[src/rtl/core/srr_pkg.sv]
`timescale 1ns / 1ps
// ============================================================================
// srr_pkg
// Shared types, constants and result builders for the selective-repeat
// receiver.
// ============================================================================
package srr_pkg;

    // Default parameter values
    localparam int RING_DEPTH_DEF    = 32;
    localparam int SEQ_BITS_DEF      = 16;
    localparam int PAYLOAD_BYTES_DEF = 20;

    // Fixed field sizes
    localparam int PAYLOAD_MAX = 20;
    localparam int WINDOW_W    = 6;
    localparam int SEQ_FIELD_W = 16;

    localparam logic [WINDOW_W-1:0] WINDOW_RST = 6'd8;

    // Result kinds and constant ACK fields
    localparam logic       KIND_DELIVER  = 1'b0;
    localparam logic       KIND_ACK      = 1'b1;
    localparam logic       ACK_SEQ_FIELD = 1'b1;
    localparam logic [7:0] ACK_DATA_BYTE = 8'd66;

    // Packet payload, byte 0 in the low bits of lo
    typedef struct packed {
        logic [31:0] hi;
        logic [63:0] mid;
        logic [63:0] lo;
    } t_payload;

    // One result item
    typedef struct packed {
        logic        kind;
        t_payload    payload;
        logic [15:0] ack_value;
        logic        ack_seq_field;
        logic [7:0]  ack_data_byte;
        logic [16:0] ack_checksum;
        logic        last;
    } t_result;

    // Build a delivery item
    function automatic t_result mk_deliver(input t_payload pl);
        t_result r;
        r               = '0;
        r.kind          = KIND_DELIVER;
        r.payload       = pl;
        return r;
    endfunction

    // Build an ACK item for a sequence number
    function automatic t_result mk_ack(input logic [15:0] seq);
        t_result r;
        r               = '0;
        r.kind          = KIND_ACK;
        r.ack_value     = seq;
        r.ack_seq_field = ACK_SEQ_FIELD;
        r.ack_data_byte = ACK_DATA_BYTE;
        r.ack_checksum  = 17'(seq) + 17'(ACK_SEQ_FIELD) + 17'(ACK_DATA_BYTE);
        r.last          = 1'b1;
        return r;
    endfunction

endpackage

[src/rtl/core/srr_checksum.sv]
`timescale 1ns / 1ps
// ============================================================================
// srr_checksum
// Additive packet check: signed payload bytes up to the first zero byte,
// summed in registered groups, then added to seq and ack and compared.
// ============================================================================
module srr_checksum #(
    parameter int PAYLOAD_BYTES = srr_pkg::PAYLOAD_BYTES_DEF
) (
    input  logic                 i_clk,
    input  srr_pkg::t_payload    i_payload,
    input  logic [15:0]          i_seq,
    input  logic [15:0]          i_ack,
    input  logic [31:0]          i_checksum,
    output logic                 o_ok
);
    import srr_pkg::*;

    localparam int GRP_N    = 4;
    localparam int GRP_SIZE = PAYLOAD_MAX / GRP_N;

    logic [PAYLOAD_MAX*8-1:0] bytes;
    logic [PAYLOAD_MAX-1:0]   nz;
    logic [PAYLOAD_MAX-1:0]   live;
    logic signed [10:0]       grp_sum [GRP_N];
    logic signed [10:0]       r_grp   [GRP_N];
    logic [19:0]              total;

    assign bytes = {i_payload.hi, i_payload.mid, i_payload.lo};

    // Mark bytes that count: inside the payload length and before the first zero
    always_comb begin
        for (int i = 0; i < PAYLOAD_MAX; i++) begin
            nz[i] = (|bytes[8*i +: 8]) && (i < PAYLOAD_BYTES);
        end
        for (int i = 0; i < PAYLOAD_MAX; i++) begin
            live[i] = &(nz | ~(PAYLOAD_MAX'((64'd1 << (i + 1)) - 64'd1)));
        end
    end

    // Sum each group of signed bytes
    always_comb begin
        for (int g = 0; g < GRP_N; g++) begin
            grp_sum[g] = '0;
            for (int j = 0; j < GRP_SIZE; j++) begin
                if (live[g*GRP_SIZE + j]) begin
                    grp_sum[g] = grp_sum[g]
                               + 11'(signed'(bytes[8*(g*GRP_SIZE + j) +: 8]));
                end
            end
        end
    end

    // Hold group sums for the compare cycle
    always_ff @(posedge i_clk) begin
        for (int g = 0; g < GRP_N; g++) begin
            r_grp[g] <= grp_sum[g];
        end
    end

    // Add header fields and compare against the carried checksum
    always_comb begin
        total = 20'(i_seq) + 20'(i_ack);
        for (int g = 0; g < GRP_N; g++) begin
            total = total + 20'(r_grp[g]);
        end
    end

    assign o_ok = ({{12{total[19]}}, total} == i_checksum);

endmodule

[config.mk]
export PLATFORM = sky130hd
export DESIGN_NAME = srr_checksum
export DESIGN_NICKNAME = d
export VERILOG_FILES = /design/src/rtl/core/srr_pkg.sv /design/src/rtl/core/srr_checksum.sv
export SDC_FILE = /design/constraint.sdc
export NUM_CORES = 1
export LEC_CHECK = 0
export BUFFER_PORTS_ARGS = -buffer_cell sky130_fd_sc_hd__buf_4
export CAP_MARGIN = 5
export CORE_MARGIN = 2
export CORE_UTILIZATION = 46
export CTS_CLUSTER_SIZE = 20
export DETAILED_ROUTE_END_ITERATION = 10
export GPL_TIMING_DRIVEN = 0
export PLACE_DENSITY = 0.74
export SETUP_SLACK_MARGIN = 0.4
export SLEW_MARGIN = 20
export SYNTH_ARGS = -nofsm -noshare
export SYNTH_HDL_FRONTEND = slang
export SYNTH_SLANG_ARGS = --single-unit
[constraint.sdc]
create_clock -name i_clk -period 11.85 [get_ports i_clk]
set_input_delay 2.37 -clock i_clk [delete_from_list [all_inputs] [get_ports i_clk]]
set_output_delay 2.37 -clock i_clk [all_outputs]
set_load 0.01 [all_outputs]
==> out/metrics.csv, run 1 <==
metric;value;unit
worst_slew_pin_slew;0.760;ns
critPathKind;in2out;
clock_sinks;44;
die_h;172;um
path_max_fanout;5;
yosysWarnings;0;
ys_async_sr_fraction;0;
synth.area.mux_share;0.0427;
synth_ff_type;dfxtp_1;
clock-root-buffer;clkbuf_16;
diodes;0;
synth_top_area_frac;0.184;
yosysMostFrequentCell;ha_1;
synth_nets;2179;
largest_reg_flops;44;
maxCapViolCount;0;
rsz0062_at_grt;false;
period_needed;11.12;ns
hold_end;r_grp[2][0];
postRouteAntennaNets;0;
post-route-util;0.551;
hpwl;31.8;mm
drive_gt1_frac;0.162;
regMostFlops;r_grp;
report.final.hold_viol_count;0;
synth_xor_area_frac;0.118;
wire_per_inst;15.6;um
ys_types;85;
core;27700;um2
fp.dieW;172;um
drt_wl_total;35.9;mm
path_clk_slew;0.06;ns
status;complete, no violations;
track_usage;0.241;
postSynthAreaPerCell;7.61;um2
n_fill_cell;2713;
clk_path_buf_depth;2;
grt_pass1_wl;58.3;mm
synth-adder-area-share;0.290;
antenna_found_initial;0;
cp-startpoint;i_seq[0];
fin_crit_sh;0.938;
multiInputGateArea;11400;um2
cts_tree;done;
regArea;881;um2
reg_top3;r_grp (44);
synth_area_leaders;ha_1, fa_1, xnor2_1;
critPathRequiredTime;9.48;ns
synth-compound-area-share;0.208;
finalMaxSlewViolations;0;
io_buffer_count;225;
overflow;0;
slew_headroom;0.493;
tns;0;ns
num_rows;61;
first_global_vias;12500;
hold_start;i_payload[112];
ys_seq_elements;44;
synth-edff-count;0;
dr.pass1.iters;5;
start_util;0.466;
place.gp.congestion;0.987;
finalSetupViolations;0;
remaining_drc_errors;0;
area_delta_synth_final;18.2;%
viasPerCell;5.54;
hold_path.class;in2reg;
critPathLaunchType;input pin;
holdPathStages;4;
ys_seq_area_frac;0.0682;
dp_cells;2299;
finalNetCount;2411;
hold_ws;2.46;ns
first_iter_violations;682;
cts_made_buffers;5;
arrival;8.75;ns
htree_num_levels;2;
via_count;12800;
cts_setup_buffers;0;
synth-simple-area-share;0.224;
max_freq;89.9;MHz
syn_area;12900;um2
io_pins;226;
synth_top_family_by_area;adder cells;
syn-instance-count;1696;
yosys-top-cells-count;ha_1, nand2_1, a21oi_1;
critPathCaptureType;primary output;
stdcell_count;2307;
synth_top_area_cell;ha_1;
fp.dieArea;29400;um2
grt_max_degree;16;
[worst max path at each step]
stage / end / slack, ns / depth (start not counted)
5_1_grt: o_ok / 0.40 / 24
3_3_place_gp: o_ok / 0.40 / 26
3_5_place_dp: o_ok / 0.36 / 26
2_1_floorplan: o_ok / 1.14 / 25
6_report: o_ok / 0.73 / 27
4_1_cts: o_ok / 0.43 / 27
[what timing repair did]
item | CTS | global route
pin swaps | 0 | 1
hold buffers | 0 | 0
cloned | 0 | 0
gates resized for setup | 2 | 5
setup endpoints to repair | 1 | 1
[cell type report]
| cell class | instances | share of cell area |
|---|---|---|
| Timing Repair Buffer | 225 | 0.111 |
| Tap cell | 378 | 0.0310 |
| Buffer | 33 | 0.0101 |
| Clock buffer | 5 | 0.00820 |
| Clock inverter | 3 | 0.00303 |
| Inverter | 128 | 0.0315 |
| Sequential cell | 44 | 0.0577 |
| Multi-Input combinational cell | 1491 | 0.748 |
[layout by cell type (no fill, tap or decap), types with 5 or more instances in the layout]
cell type | netlist | final
mux2_2 | 23 | 23
and3_1 | 10 | 10
or4_1 | 5 | 5
a21oi_1 | 152 | 149
buf_2 | 6 | 6
nor2b_1 | 30 | 30
o31ai_1 | 9 | 9
o41ai_1 | 7 | 7
or2_2 | 8 | 8
nand3_1 | 29 | 29
nor4_1 | 48 | 48
and2_1 | 30 | 30
a211oi_1 | 11 | 11
mux2i_1 | 27 | 27
dfxtp_1 | 44 | 44
o21ai_0 | 83 | 82
a211o_1 | 7 | 7
ha_1 | 190 | 190
xor2_1 | 57 | 57
clkbuf_16 | 0 | 5
nor2_1 | 146 | 146
buf_4 | 2 | 227
nand2b_1 | 11 | 11
xnor2_1 | 117 | 117
clkbuf_1 | 22 | 22
or3_1 | 13 | 13
o211ai_1 | 6 | 6
a31o_2 | 5 | 5
a31oi_1 | 13 | 13
nor3_1 | 45 | 45
o21a_1 | 20 | 20
fa_1 | 68 | 68
inv_1 | 128 | 128
a21o_1 | 45 | 45
nand2_1 | 170 | 170
o21bai_1 | 19 | 19
[metrics by stage]
stage,setup slack [ns],area [um2]
after global routing,0.401,15300
after floorplan,1.14,12900
after global placement,0.401,15100
after detailed placement,0.364,15100
final,0.729,15300
after CTS,0.429,15200
[critical path: stages]
cell and delay, ns:
buf_4 0.11, ha_1 0.21, fa_1 0.40, a21o_1 0.25, a21oi_2 0.20, o21bai_1 0.10
a31o_2 0.26, a21oi_2 0.16, nor2b_1 0.06, o21ai_1 0.16, a21oi_1 0.13, a31o_2 0.28
xnor2_1 0.14, fa_1 0.48, inv_1 0.05, fa_1 0.52, fa_1 0.42, ha_1 0.37
a21o_1 0.19, or3_1 0.35, o21ai_0 0.18, o22ai_1 0.10, nor4_1 0.18, nand4_1 0.15
or4_1 0.44, nor4_1 0.29, buf_4 0.17
[cells by family after synthesis]
logic type / after synthesis
buf+inv: 161
compound gates: 426
xor+xnor: 174
fa+ha+maj: 258
flops: 44
mux: 52
simple gates: 581
[routing by layer]
layer | vias to the layer above | global-route usage | routed length [um]
met5 | - | 0 | 0
met4 | 0 | 0.0578 | 864
met3 | 51 | 0.0230 | 1560
met2 | 285 | 0.443 | 17600
met1 | 5952 | 0.300 | 15900
li1 | 6499 | - | -
Power of run 1 is left out: the tool's default activity adds up to more than one toggle a clock period on the data nets, which glitch-free logic cannot reach.
==> inputs of run 2 (changes only) <==
MAX_ROUTING_LAYER = met4   (was not set)
==> out/metrics.csv, run 2 (same netlist as run 1, synthesis figures left out) <==
metric;value;unit;change
first_global_vias;12600;;+0.45%
overflow;0;;unchanged
path_buf_inv;3;;unchanged
setup_ws;0.774;ns;+0.0450 ns
hold_end;r_grp[2][0];;
mostFrequentLayoutCell;buf_4;;
die_h;172;um;unchanged
slew_headroom;0.481;;-0.0120
worst_slew_pin_slew;0.778;ns;+0.0180 ns
via_count;12800;;+0.33%
path_clk_slew;0.07;ns;about the same
io_buffer_count;225;;unchanged
htree_num_levels;2;;unchanged
grt_max_degree;16;;unchanged
cp_slowest_cell;fa_1;;
place.gp.congestion;1.00;;+1.6%
cts_made_buffers;5;;unchanged
fp.dieW;172;um;unchanged
cpLargestDelayFamily;adder cells;;
start_util;0.466;;unchanged
finalMaxSlewViolations;0;;unchanged
max_stage_delay;0.58;ns;+0.06 ns
period_needed;11.08;ns;-0.0450 ns
report.final.hold_viol_count;0;;unchanged
drive_gt1_frac;0.163;;+0.00104
critPathLaunchType;input pin;;
fin_crit_sh;0.935;;-0.00380
arrival;8.71;ns;-0.04 ns
tns;0;ns;unchanged
final_cell_mix;buf_4, ha_1, nand2_1;;
hold_start;i_payload[112];;
first_iter_violations;689;;+1.0%
regMostFlops;r_grp;;
remaining_drc_errors;0;;unchanged
critPathCaptureType;primary output;;
antenna_found_initial;0;;unchanged
path_max_fanout;5;;unchanged
rsz0062_at_grt;false;;
clock-root-buffer;clkbuf_16;;
wire_per_inst;15.9;um;+2.1%
critPathRequiredTime;9.48;ns;about the same
track_usage;0.252;;+0.0116
hold_path.class;in2reg;;
maxCapViolCount;0;;unchanged
clock_sinks;44;;unchanged
max_freq;90.3;MHz;+0.41%
viasPerCell;5.56;;+0.33%
num_rows;61;;unchanged
core;27700;um2;unchanged
cts_tree;done;;
io_pins;226;;unchanged
finalSetupViolations;0;;unchanged
status;complete, no violations;;
grt_pass1_wl;59.0;mm;+1.2%
area_delta_synth_final;18.4;%;
cp_common_cell;fa_1;;
holdPathStages;4;;unchanged
hpwl;32.2;mm;+1.3%
drt_wl_total;36.7;mm;+2.1%
fp.dieArea;29400;um2;unchanged
diodes;0;;unchanged
clk_path_buf_depth;2;;unchanged
postRouteAntennaNets;0;;unchanged
cts_hold_buf;0;;unchanged
finalNetCount;2411;;unchanged
pre_cts_ws;0.361;ns;-0.00319 ns
critPathKind;in2out;;
reg_top3;r_grp (44);;
largest_reg_flops;44;;unchanged
dr.pass1.iters;5;;unchanged
==> run 2: worst max-delay path by stage <==
stage / startpoint / slack (ns) / end / cells past startpoint
after floorplan: i_seq[0] / 1.14 / o_ok / 25
after global placement: i_seq[1] / 0.45 / o_ok / 26
after detailed placement: i_seq[1] / 0.36 / o_ok / 26
after CTS: i_seq[0] / 0.48 / o_ok / 27
after global routing: i_seq[0] / 0.46 / o_ok / 27
final: i_seq[0] / 0.77 / o_ok / 27
==> run 2: through the flow <==
step | utilization | instance area [um2] | hold slack, ns | std cells
2_1_floorplan | - | 12900 | 2.58 | 1696
3_3_place_gp | 0.544 | 15100 | 2.75 | 2299
3_5_place_dp | 0.544 | 15100 | 2.74 | 2299
4_1_cts | 0.550 | 15200 | 2.45 | 2307
5_1_grt | 0.552 | 15300 | 2.45 | 2307
6_report | 0.552 | 15300 | 2.44 | 2307
==> run 2: routing by layer <==
| metal | track usage | wire (um) |
|---|---|---|
| met1 | 0.303 | 16000 |
| met2 | 0.451 | 18100 |
| met3 | 0.0235 | 1660 |
| met4 | 0.0671 | 926 |
| met5 | - | 0 |
==> run 2: what timing repair did <==
item | CTS | global route
pin swaps | 0 | 1
buffers inserted | 0 | 0
setup endpoints to repair | 1 | 1
gates resized for setup | 2 | 7
==> run 2: final cells by class <==
cell class,instances,area [um2]
clock buffer,5,125
multi-input combinational,1491,11400
clock inverter,3,46.3
sequential,44,881
buffer,33,154
tap,378,473
timing repair buffer,225,1690
fill,2649,12400
inverter,128,480
==> run 2: worst min-delay path, delay by kind of cell <==
| kind | cells | cell delay, ns |
|---|---|---|
| adder cells (fa/ha/maj) | 1 | 0.12 |
| AND/OR/NAND/NOR | 2 | 0.12 |
| buffers and inverters | 1 | 0.08 |
Power of run 2 is left out for the same reason.
